### src/hdl/assert_macros.svh
// assertion macros shared by the solver rtl
`ifndef ASSERT_MACROS_SVH
`define ASSERT_MACROS_SVH

// plain property, sampled on clock, off during reset
`define DLS_ASSERT(label, prop) \
   label: assert property (@(posedge clock) disable iff (reset) prop) \
      else $error("solver check failed");

// condition now implies property on the next clock
`define DLS_ASSERT_NEXT(label, cond, prop) \
   label: assert property (@(posedge clock) disable iff (reset) (cond) |=> (prop)) \
      else $error("solver check failed");

`endif

### src/hdl/dlsws_pkg.sv
// types, constants and saturation helpers of the wrench solver
package dlsws_pkg;

   localparam int WRENCH_DIM = 6;
   localparam int GRAM_SIZE  = 21;
   localparam int ACC_SIZE   = 27;
   localparam int DIV_STEPS  = 48;

   localparam logic [2:0]  LAST_ROW  = 3'(WRENCH_DIM - 1);
   localparam logic [4:0]  GRAM_LAST = 5'(GRAM_SIZE - 1);
   localparam logic [4:0]  ACC_LAST  = 5'(ACC_SIZE - 1);
   localparam logic [4:0]  PROJ_BASE = 5'(GRAM_SIZE);
   localparam logic [16:0] ONE_Q16   = 17'h10000;

   localparam logic signed [63:0] SAT_MAX64 = 64'sh0000_0000_7fff_ffff;
   localparam logic signed [63:0] SAT_MIN64 = 64'shffff_ffff_8000_0000;
   localparam logic signed [63:0] INT64_MAX = 64'sh7fff_ffff_ffff_ffff;
   localparam logic signed [63:0] INT64_MIN = 64'sh8000_0000_0000_0000;

   // csr register indexes
   localparam logic CSR_DAMPING = 1'b0;
   localparam logic CSR_GAIN    = 1'b1;

   // result status codes
   localparam logic [1:0] STATUS_OK       = 2'd0;
   localparam logic [1:0] STATUS_SINGULAR = 2'd1;
   localparam logic [1:0] STATUS_SAT      = 2'd2;

   // accumulator slot to operand rows: gram lower triangle, then projection (row 6 is torque)
   localparam logic [2:0] ACC_ROW [ACC_SIZE] = '{
      3'd0, 3'd1, 3'd1, 3'd2, 3'd2, 3'd2, 3'd3, 3'd3, 3'd3, 3'd3,
      3'd4, 3'd4, 3'd4, 3'd4, 3'd4, 3'd5, 3'd5, 3'd5, 3'd5, 3'd5, 3'd5,
      3'd0, 3'd1, 3'd2, 3'd3, 3'd4, 3'd5};
   localparam logic [2:0] ACC_COL [ACC_SIZE] = '{
      3'd0, 3'd0, 3'd1, 3'd0, 3'd1, 3'd2, 3'd0, 3'd1, 3'd2, 3'd3,
      3'd0, 3'd1, 3'd2, 3'd3, 3'd4, 3'd0, 3'd1, 3'd2, 3'd3, 3'd4, 3'd5,
      3'd6, 3'd6, 3'd6, 3'd6, 3'd6, 3'd6};

   typedef struct packed {
      logic               start;
      logic signed [31:0] num;
      logic signed [31:0] den;
   } div_req_type;

   typedef struct packed {
      logic               busy;
      logic               done;
      logic signed [31:0] quot;
      logic               sat;
   } div_rsp_type;

   function automatic logic signed [31:0] sat32_val(input logic signed [63:0] x);
      if (x > SAT_MAX64) return 32'sh7fff_ffff;
      else if (x < SAT_MIN64) return 32'sh8000_0000;
      else return x[31:0];
   endfunction

   function automatic logic sat32_flag(input logic signed [63:0] x);
      return (x > SAT_MAX64) || (x < SAT_MIN64);
   endfunction

   function automatic logic signed [63:0] add_sat64_val(input logic signed [63:0] a,
                                                        input logic signed [63:0] b);
      logic signed [63:0] s;
      s = a + b;
      if (!a[63] && !b[63] && s[63]) return INT64_MAX;
      else if (a[63] && b[63] && !s[63]) return INT64_MIN;
      else return s;
   endfunction

   function automatic logic add_sat64_flag(input logic signed [63:0] a,
                                           input logic signed [63:0] b);
      logic signed [63:0] s;
      s = a + b;
      return (a[63] == b[63]) && (s[63] != a[63]);
   endfunction

endpackage

### src/hdl/dlsws_div.sv
// bit-serial signed q16 divider, quotient (num * 65536) / den truncated and saturated
module dlsws_div
   import dlsws_pkg::*;
(
   input  logic        clock,
   input  logic        reset,
   input  div_req_type req,
   output div_rsp_type rsp
);

   logic        busy_ff, busy_in;
   logic        done_ff, done_in;
   logic        neg_ff, neg_in;
   logic [5:0]  cnt_ff, cnt_in;
   logic [47:0] dvd_ff, dvd_in;
   logic [31:0] dvs_ff, dvs_in;
   logic [31:0] rem_ff, rem_in;
   logic signed [31:0] quot_ff, quot_in;
   logic        sat_ff, sat_in;

   logic [32:0] rem_sh;
   logic [31:0] num_mag, den_mag;
   logic        fit;

   always_comb begin
      busy_in = busy_ff;
      done_in = 1'b0;
      neg_in  = neg_ff;
      cnt_in  = cnt_ff;
      dvd_in  = dvd_ff;
      dvs_in  = dvs_ff;
      rem_in  = rem_ff;
      quot_in = quot_ff;
      sat_in  = sat_ff;
      num_mag = req.num[31] ? (~req.num + 32'd1) : req.num;
      den_mag = req.den[31] ? (~req.den + 32'd1) : req.den;
      rem_sh  = {rem_ff, dvd_ff[47]};
      fit     = rem_sh >= {1'b0, dvs_ff};
      if (!busy_ff && req.start) begin
         busy_in = 1'b1;
         neg_in  = req.num[31] ^ req.den[31];
         dvd_in  = {num_mag, 16'd0};
         dvs_in  = den_mag;
         rem_in  = '0;
         cnt_in  = 6'(DIV_STEPS);
      end else if (busy_ff && cnt_ff != '0) begin
         // one quotient bit a cycle, restoring
         rem_in = fit ? 32'(rem_sh - {1'b0, dvs_ff}) : rem_sh[31:0];
         dvd_in = {dvd_ff[46:0], fit};
         cnt_in = cnt_ff - 6'd1;
      end else if (busy_ff) begin
         busy_in = 1'b0;
         done_in = 1'b1;
         if (neg_ff) begin
            sat_in  = dvd_ff > 48'h0000_8000_0000;
            quot_in = sat_in ? 32'sh8000_0000 : (~dvd_ff[31:0] + 32'd1);
         end else begin
            sat_in  = dvd_ff > 48'h0000_7fff_ffff;
            quot_in = sat_in ? 32'sh7fff_ffff : dvd_ff[31:0];
         end
      end
   end

   always_ff @(posedge clock) begin
      if (reset) begin
         busy_ff <= 1'b0;
         done_ff <= 1'b0;
      end else begin
         busy_ff <= busy_in;
         done_ff <= done_in;
      end
      neg_ff  <= neg_in;
      cnt_ff  <= cnt_in;
      dvd_ff  <= dvd_in;
      dvs_ff  <= dvs_in;
      rem_ff  <= rem_in;
      quot_ff <= quot_in;
      sat_ff  <= sat_in;
   end

   assign rsp.busy = busy_ff;
   assign rsp.done = done_ff;
   assign rsp.quot = quot_ff;
   assign rsp.sat  = sat_ff;

endmodule
### config.mk
export PLATFORM = sky130hd
export DESIGN_NAME = dlsws_div
export DESIGN_NICKNAME = d
export VERILOG_FILES = /design/src/hdl/assert_macros.svh /design/src/hdl/dlsws_pkg.sv /design/src/hdl/dlsws_div.sv
export SDC_FILE = /design/constraint.sdc
export NUM_CORES = 1
export LEC_CHECK = 0
export BUFFER_PORTS_ARGS = -buffer_cell sky130_fd_sc_hd__clkbuf_2
export CORE_MARGIN = 4
export CORE_UTILIZATION = 64
export DETAILED_ROUTE_END_ITERATION = 10
export PLACE_DENSITY = 0.95
export SLEW_MARGIN = 10
export SYNTH_ARGS = -nofsm -noshare
export SYNTH_HDL_FRONTEND = slang
export SYNTH_SLANG_ARGS = --single-unit
### constraint.sdc
create_clock -name clock -period 6.75 [get_ports clock]
set_input_delay 0.3375 -clock clock [delete_from_list [all_inputs] [get_ports clock]]
set_output_delay 0.3375 -clock clock [all_outputs]
set_load 0.02 [all_outputs]
==> reports/qor.yml, run 1 <==
floorplanning:
  num_rows: 44
  die_height_um: 130
  dieWidth_um: 130
  ioPinCount: 102
  dieArea_um2: 16900
  start_util_pct: 65.3
  coreArea_um2: 14600
route:
  vias: 8329
  first_pass_iters: 5
  vias_per_cell: 6.36
  drt_iter0_markers: 880
  wl_per_cell_um: 17.0
  ant_nets: 0
  wirelength_mm: 22.3
  drc_errors: 0
final_layout:
  diodes: 0
  nets: 1218
  drive_above_1_share_pct: 14.0
  final_util_pct: 73.7
  synthToLayoutAreaGrowth_pct: 12.8
  mostFrequentLayoutCells: "124 x o21ai_0, 119 x nand2_1, 101 x clkbuf_2, 98 x edfxtp_1"
  nFillCells: 971
  final_cells: 1310
  final_common_cell: "o21ai_0"
grt:
  antenna_found_initial: 0
  grt_pass1_wl_mm: 37.0
  grt_pass1_vias: 7745
  grtUsageTotal_pct: 27.0
  grt_max_degree: 73
  grt_overflow: 0
timing:
  final.setup.tns_ns: 0
  max_freq_mhz: 223
  slew_headroom_pct: 19.6
  rsz0062_at_grt: "false"
  hold_viol_final: 0
  min_period_ns: 4.48
  tightest_slew_ns: 1.20
  fin_crit_sh_pct: 66.4
  setup-violations-final: 0
  slew_viol_final: 0
  final.setup_skew_ns: 0.0120
clocking:
  ctsHoldBuffers: 0
  cts_resized: 0
  post_cts_buffers: 0
  clk_latency_ns: 0.44
  cts_buffer_depth: 2
  clk_pin_slew_worst_paths_ns: 0.06
  htree_num_levels: 4
  clkSinkCount: 154
  cts_tree: "built"
  cts_root_buffer: "clkbuf_16"
  numCtsBuffers: 17
yosys:
  yosysSeqAreaShare_pct: 42.6
  yosys.area_share.simple_pct: 17.6
  ys.flop_type: "edfxtp_1"
  synth_nets: 1145
  synth-xor-area-share_pct: 8.36
  syn_avg_cell_area_um2: 9.17
  synth-compound-area-share_pct: 18.7
  async_reset_ff_share_pct: 0
  yosysWarnings: 0
  synth_fa_ha_area_share_pct: 5.07
  ys_ff_latch: 154
  synth_mux_area_share_pct: 3.29
  synth.distinct_cells: 64
  synth_top_family_by_area: "compound AO/OA/AOI/OAI gates"
  synth_cells: 1040
  netlist_area_um2: 9530
  synth_edf_count: 98
setup_path:
  cpPeakStageDelay_ns: 0.68
  critPathArrivalTime_ns: 4.74
  startpoint_type: "flop"
  crit_chain: "inv_1 > ha_1 > or3b_1 > or3_4 > or4_1 > or4_4 > or3_1 > a21o_1 > nor2_2 > a21oi_1 > o21ai_0"
  end_kind: "flop"
  slowest_stage: "nor2_2"
  path_class: "flop to flop"
  crit_required_ns: 7.01
  cp_max_fo: 32
worst_hold_path:
  min_path_type: "primary input to flop"
placed_design:
  finalWeightedCongestion: 0.915
  place_inst: 1278
  numPortBuffers: 101
  dp_hpwl_mm: 15.2
power:
  peakVddDrop_mv: 0.272
  p_total_mw: 3.76
  powerDensity_nw_per_um2: 350
  p_leak_nw: 4.35
run:
  cap_violations: 0
outcome:
  status: "completed"
[sequential cells by signal (all words and copies together) (netlist names)]
name	count
busy_ff	1
cnt_ff	6
done_ff	1
dvd_ff	48
dvs_ff	32
neg_ff	1
quot_ff	32
rem_ff	32
sat_ff	1
[critical path, delay by kind of cell, from the launching register on]
kind | cells | cell delay, ns
flip-flops | 1 | 0.32
buffers and inverters | 1 | 0.12
AND/OR/NAND/NOR | 6 | 2.77
adder cells (fa/ha/maj) | 1 | 0.20
AO/OA/AOI/OAI | 3 | 0.89
[power breakdown]
| group | internal, mW | total [mW] | switching, mW |
|---|---|---|---|
| Sequential | 1.17 | 1.30 | 0.131 |
| Clock | 0.593 | 0.998 | 0.405 |
| Combinational | 0.616 | 1.46 | 0.843 |
[cells by family after synthesis]
logic type      Yosys count
simple gates            339
buf+inv                 104
mux                      31
fa+ha+maj                38
flops                   154
xor+xnor                 91
compound gates          283
[cells in the mapped netlist (24+ instances only)]
library cell  count  share of area [%]
o21ai_0         124                6.5
nor3_1           24                1.3
mux2i_1          28                2.9
dfxtp_1          56                 12
nand3_1          56                2.9
nor2_1           36                1.4
nand2_1         121                4.8
inv_1            51                2.0
xnor2_1          53                4.9
ha_1             37                4.9
clkbuf_1         44                1.7
xor2_1           38                3.5
edfxtp_1         98                 31
a21oi_1          44                2.3
[final cells by class]
cell class	instances	area, um2	share of cell area, %
multi-input combinational	782	5080	47.3
tap	184	230	2.14
inverter	51	191	1.78
sequential	154	4060	37.8
timing repair buffer	107	551	5.12
clock inverter	11	115	1.07
clock buffer	21	514	4.78
[layer usage]
layer,share of wire (%),GRT usage [%],wire length [um]
met5,0,0,0
met4,2.6,10.3,581
met3,6.9,5.28,1550
met2,50,44.7,11000
met1,41,35.3,9130
[worst paths after layout]
kind | startpoint | end | slack, ns | depth (start not counted)
setup reg to reg | dvd_ff[0] | quot_ff[21] | 2.27 | 11
setup / recovery | dvd_ff[0] | quot_ff[21] | 2.27 | 11
hold / removal | reset | busy_ff | 0.12 | 2
hold reg to reg | rem_ff[31] | rem_ff[31] | 0.49 | 2
[through the flow]
step	hold slack, ns	worst slack [ns]	cell area [um2]
2_1_floorplan	0.410	3.19	9530
3_3_place_gp	0.458	2.49	10100
3_5_place_dp	0.472	2.36	10100
4_1_cts	0.110	2.31	10700
5_1_grt	0.115	2.00	10700
6_report	0.118	2.27	10700
(Power assumes the default switching activity.)
==> inputs of run 2 (changes only) <==
--- a/config.mk
+++ b/config.mk
@@ -5,11 +5,12 @@
 export SDC_FILE = /design/constraint.sdc
 export NUM_CORES = 1
 export LEC_CHECK = 0
+export ABC_AREA = 1
 export BUFFER_PORTS_ARGS = -buffer_cell sky130_fd_sc_hd__clkbuf_2
 export CORE_MARGIN = 4
-export CORE_UTILIZATION = 64
+export CORE_UTILIZATION = 55
 export DETAILED_ROUTE_END_ITERATION = 10
-export PLACE_DENSITY = 0.95
+export PLACE_DENSITY = 0.88
 export SLEW_MARGIN = 10
 export SYNTH_ARGS = -nofsm -noshare
 export SYNTH_HDL_FRONTEND = slang
==> constraint.sdc (replaced) <==
create_clock -name clock -period 3.8 [get_ports clock]
set_input_delay 0.19 -clock clock [delete_from_list [all_inputs] [get_ports clock]]
set_output_delay 0.19 -clock clock [all_outputs]
set_load 0.02 [all_outputs]
==> run 2 against run 1 <==
Global-route usage increased by 0.46 points. Fmax grew 63%. Utilization is 12 points lower. Via count rose by 31%. Routed wire length rose by 40%. Non-clock buffer count is 4 higher. Sequential power increased by 75%. Area after synthesis is 18% higher. Count of clock-buffer cells in the layout fell by 4. First-iteration DRC count increased by 28%. Power grew 99%.
==> reports/qor.yml, run 2 <==
final_layout:
  mostFrequentLayoutCells: "427 x nand2_1, 230 x inv_1, 136 x nor2_1, 111 x nand3_1, 101 x clkbuf_2"
  final_common_cell: "nand2_1"
  nets: 1772
  diodes: 0
  nFillCells: 1760
  seq_area_um2: 4060
  final_cells: 1950
  largest_reg_flops: 48
  fin_area_um2: 12500
  multiInputGateArea_um2: 6050
  synthToLayoutAreaGrowth_pct: 10.9
  final_util_pct: 61.8
  regMostFlops: "dvd_ff"
  drive_above_1_share_pct: 13.1
placed_design:
  numPortBuffers: 101
  finalWeightedCongestion: 0.973
  place_inst: 1916
  dpl_cell_area_um2: 11900
  dp_hpwl_mm: 23.5
route:
  wirelength_mm: 31.3
  wl_per_cell_um: 16.0
  vias: 10900
  vias_per_cell: 5.60
  ant_nets: 0
  first_pass_iters: 7
  drt_iter0_markers: 1128
  drc_errors: 0
timing:
  fin_crit_sh_pct: 72.2
  hold_viol_final: 0
  min_period_ns: 2.75
  slew_headroom_pct: 33.7
  slew_viol_final: 0
  max_freq_mhz: 364
  tightest_slew_ns: 0.993
  rsz0062_at_grt: "false"
  final.setup_skew_ns: 0.0122
  setup-violations-final: 0
  final.setup.tns_ns: 0
floorplanning:
  coreArea_um2: 20200
  dieWidth_um: 151
  dieArea_um2: 22900
  start_util_pct: 55.7
  num_rows: 52
  ioPinCount: 102
  die_height_um: 151
yosys:
  ys.flop_type: "edfxtp_1"
  yosysSeqAreaShare_pct: 36.0
  synth_common_cells: "427 x nand2_1, 230 x inv_1, 137 x nor2_1, 111 x nand3_1, 98 x edfxtp_1"
  syn_avg_cell_area_um2: 7.12
  synth.distinct_cells: 51
  synth_edf_count: 98
  synth_nets: 1688
  async_reset_ff_share_pct: 0
  ys_ff_latch: 154
  yosys.area.top_type: "edfxtp_1"
  yosysWarnings: 0
  netlist_area_um2: 11300
  yosysMostFrequentCell: "nand2_1"
  synth.area.top_cells: "edfxtp_1 26%, nand2_1 14%, dfxtp_1 9.9%, inv_1 7.7%, nand3_1 4.9%"
  synth_top_area_share_pct: 26.1
  synth_cells: 1583
setup_path:
  end_kind: "flop"
  r2r-start: "dvd_ff[45]"
  r2r_setup_slack_ns: 1.05
  cp_max_fo: 26
  r2r-end: "quot_ff[30]"
  critPathArrivalTime_ns: 3.00
  crit_required_ns: 4.05
  startpoint_type: "flop"
  r2r_cells: 7
  path_class: "flop to flop"
clocking:
  htree_num_levels: 4
  clkSinkCount: 154
  cts_tree: "built"
  cts_root_buffer: "clkbuf_16"
  post_cts_buffers: 0
  numCtsBuffers: 17
  clk_pin_slew_worst_paths_ns: 0.07
  cts_buffer_depth: 2
  clk_latency_ns: 0.44
run:
  cap_violations: 0
power:
  p_leak_nw: 6.05
  peakVddDrop_mv: 0.326
  powerDensity_nw_per_um2: 600
worst_hold_path:
  worst_hold_path.endpoint: "dvs_ff[2]"
  min_path_type: "primary input to flop"
  min_path_cells: 3
  holdCritStartpoint: "req[2]"
grt:
  grtUsageTotal_pct: 27.5
  grt_pass1_vias: 10300
  grt_max_degree: 57
  antenna_found_initial: 1
  grt_overflow: 0
  grt_pass1_wl_mm: 50.2
outcome:
  status: "completed"
## run 2: how the worst max path moves through the flow
stage	endpoint	startpoint	cells after the start
floorplan	quot_ff[0]	cnt_ff[0]	4
global placement	quot_ff[9]	dvd_ff[47]	7
detailed placement	quot_ff[25]	dvd_ff[0]	10
CTS	quot_ff[25]	dvd_ff[0]	10
global route	quot_ff[2]	dvd_ff[1]	10
finish	quot_ff[30]	dvd_ff[45]	7
## run 2: worst max-delay path: stages (launching register included)
cell and delay (ns):
edfxtp_1 0.40, nor4_1 0.37, and3_1 0.30, nand2_1 0.08
buf_4 0.22, nand2_1 0.30, nand2_1 0.52, o21ai_0 0.37
## run 2: logic make-up (layout without fill, tap and decap cells)
kind of cell | count (synthesis) | in the layout | share of synthesized area, %
AND/OR/NAND/NOR | 847 | 847 | 34.5
flip-flops | 154 | 154 | 36.0
buffers and inverters | 283 | 380 | 10.3
XOR/XNOR | 78 | 78 | 6.06
adder cells (fa/ha/maj) | 38 | 38 | 4.28
AO/OA/AOI/OAI | 183 | 183 | 8.82
## run 2: final cells by class
class | count | area share (%)
Multi-Input combinational cell | 1146 | 48.4
Clock inverter | 15 | 1.20
Clock buffer | 17 | 3.40
Timing Repair Buffer | 111 | 4.68
Sequential cell | 154 | 32.5
Inverter | 237 | 7.11
Tap cell | 270 | 2.70
## run 2: metrics by stage
stage | power, mW | hold WS (ns) | setup WS, ns
global route | 7.99 | 0.103 | 0.802
CTS | 7.44 | 0.0866 | 1.09
detailed placement | 5.76 | 0.383 | 1.08
global placement | 5.67 | 0.387 | 1.23
floorplan | 5.10 | 0.262 | 1.32
finish | 7.50 | 0.0919 | 1.05
## run 2: layer usage
layer	up-vias	track usage [%]	wire length (um)	part of all wire [%]
met5	-	0	13	0.042
met4	2	9.97	894	2.9
met3	79	4.61	2570	8.2
met2	529	45.1	14600	47
met1	5011	36.7	13200	42
li1	5305	-	-	-
## run 2: repair_timing
item,in CTS,in global routing
setup endpoints to repair,0,0
resized for setup,0,0
endpoints found under the hold margin,3,0
hold buffers,2,0
## run 2: power breakdown
part	internal (mW)	leakage [nW]	switching [mW]
registers	2.07	1.40	0.206
clock network	0.877	0.281	0.794
logic	1.21	4.37	2.35
total	4.15	6.05	3.35
==> inputs of run 3 (changes only) <==
--- a/config.mk
+++ b/config.mk
@@ -5,12 +5,12 @@
 export SDC_FILE = /design/constraint.sdc
 export NUM_CORES = 1
 export LEC_CHECK = 0
-export ABC_AREA = 1
+export ABC_AREA = 0
 export BUFFER_PORTS_ARGS = -buffer_cell sky130_fd_sc_hd__clkbuf_2
 export CORE_MARGIN = 4
-export CORE_UTILIZATION = 55
+export CORE_UTILIZATION = 60
 export DETAILED_ROUTE_END_ITERATION = 10
-export PLACE_DENSITY = 0.88
+export PLACE_DENSITY = 0.91
 export SLEW_MARGIN = 10
 export SYNTH_ARGS = -nofsm -noshare
 export SYNTH_HDL_FRONTEND = slang
==> constraint.sdc (replaced) <==
create_clock -name clock -period 2.75 [get_ports clock]
set_input_delay 0.1375 -clock clock [delete_from_list [all_inputs] [get_ports clock]]
set_output_delay 0.1375 -clock clock [all_outputs]
set_load 0.02 [all_outputs]
==> run 3 against run 2 <==
The flow now finishes with violations (negative setup slack). Final cell count shrank 24%. Sequential cell count is the same. Power grew 55%. Design area is the same. Via count shrank 4.4%. Setup slack lost 2.0 ns. Largest power group unchanged.
==> reports/qor.yml, run 3 (synthesis results as in run 1) <==
outcome:
  status: "finished with violations"
  violations: "negative setup slack"
final_layout:
  largest_reg_flops: 48
  final_common_cell: "buf_4"
  diodes: 0
  mostFrequentLayoutCells: "124 x buf_4, 118 x nand2_1, 101 x clkbuf_2, 98 x edfxtp_1, 73 x o21ai_0"
  nFillCells: 733
  final_util_pct: 81.4
  nets: 1356
  drive_above_1_share_pct: 30.4
  regMostFlops: "dvd_ff"
  synthToLayoutAreaGrowth_pct: 31.2
worst_hold_path:
  min_path_type: "primary input to flop"
floorplanning:
  die_height_um: 134
  dieArea_um2: 18000
  start_util_pct: 62.0
  ioPinCount: 102
  num_rows: 45
  dieWidth_um: 134
  coreArea_um2: 15400
power:
  powerDensity_nw_per_um2: 930
  p_leak_nw: 5.15
  p_total_mw: 11.6
  peakVddDrop_mv: 0.645
route:
  routed.top_layer: "met5"
  dr_wl_met3_mm: 4.45
  routed-wl-met2_mm: 15.9
  drt_iter0_markers: 1727
  vias_per_cell: 7.08
  first_pass_iters: 8
  drc_errors: 0
  wirelength_mm: 35.0
  ant_nets: 0
  vias: 10400
  m1WireLength_mm: 11.2
  wl_per_cell_um: 23.8
setup_path:
  path_delay_family: "simple AND/OR/NAND/NOR gates"
  path_buf_inv: 1
  crit_chain: "inv_2 > ha_4 > or3b_4 > or3_4 > or4_4 > or4_4 > or3_4 > a21o_4 > or2_2 > o311ai_1"
  slowest_stage: "or4_4"
  startpoint_type: "flop"
  critPathArrivalTime_ns: 3.90
  cp_max_fo: 6
  crit_required_ns: 2.99
  cpPeakStageDelay_ns: 0.46
  end_kind: "flop"
  path_class: "flop to flop"
clocking:
  cts_buffer_depth: 2
  cts_tree: "built"
  htree_num_levels: 4
  clk_latency_ns: 0.44
  clkSinkCount: 154
  numCtsBuffers: 17
  clk_pin_slew_worst_paths_ns: 0.07
  cts_root_buffer: "clkbuf_16"
placed_design:
  finalWeightedCongestion: 0.951
  numPortBuffers: 101
  dp_hpwl_mm: 17.7
timing:
  final.setup.worst_slack_ns: -0.907
  fin_crit_sh_pct: 133
  hold_slack_ns: 0.0173
  slew_headroom_pct: 49.3
  final.setup_skew_ns: 0.0115
  slew_viol_final: 0
  tightest_slew_ns: 0.754
  setup-violations-final: 68
  rsz0062_at_grt: "true"
  max_freq_mhz: 273
  hold_viol_final: 0
  min_period_ns: 3.66
run:
  cap_violations: 0
grt:
  grt_pass1_vias: 9677
  grt_pass1_wl_mm: 47.5
  grtUsageTotal_pct: 32.5
  grt_max_degree: 63
  grt_overflow: 0
  antenna_found_initial: 1
## run 3: stage by stage
stage | worst slack [ns] | area, um2 | cells | setup TNS, ns
2_1_floorplan | -0.659 | 9610 | 1040 | -18.22
3_3_place_gp | -0.662 | 11100 | 1420 | -19.73
3_5_place_dp | -0.769 | 11100 | 1420 | -24.13
4_1_cts | -0.692 | 12100 | 1467 | -19.74
5_1_grt | -0.920 | 12500 | 1475 | -37.60
6_report | -0.907 | 12500 | 1475 | -35.23
## run 3: where the power goes
part           switching (mW)  internal, mW  leakage [nW]  total, mW
clock                    1.05          1.36         0.288       2.41
combinational            3.33          2.61          3.46       5.94
sequential              0.400          2.88          1.39       3.28
total                    4.78          6.86          5.15       11.6
## run 3: final cells by class
class | instances | area (um2) | share of cell area [%]
inverters | 51 | 191 | 1.53
flip-flops and latches | 154 | 4070 | 32.5
clock buffers | 19 | 433 | 3.46
multi-input cells | 783 | 5690 | 45.5
well taps | 211 | 264 | 2.11
repair buffers | 244 | 1700 | 13.6
clock inverters | 13 | 159 | 1.27
## run 3: final timing paths
path	startpoint	to	slack, ns	cells past startpoint
worst max-delay path	dvd_ff[0]	quot_ff[2]	-0.91	10
worst min-delay path	req[13]	dvs_ff[13]	0.02	2
worst max register to register	dvd_ff[0]	quot_ff[2]	-0.91	10
worst min register to register	rem_ff[25]	rem_ff[25]	0.50	2
## run 3: metal layers
layer / vias to the layer above / global-route usage [%]
met1: 4702 / 37.7
met5: - / 0
li1: 4276 / -
met2: 1085 / 55.6
met3: 384 / 7.54
met4: 2 / 18.0
## run 3: worst reg2reg max path: stages (launching register included)
cell,delay [ns]
dfxtp_2,0.32
inv_2,0.07
ha_4,0.13
or3b_4,0.37
or3_4,0.40
or4_4,0.46
or4_4,0.45
or3_4,0.35
a21o_4,0.24
or2_2,0.38
o311ai_1,0.30
## run 3: repair_timing
action	in CTS	in global routing
setup endpoints to repair	66	67
endpoints found under the hold margin	3	0
gates cloned	1	1
pin swaps	17	30
gates resized for setup	74	110
hold buffers	2	0
setup buffers	12	9
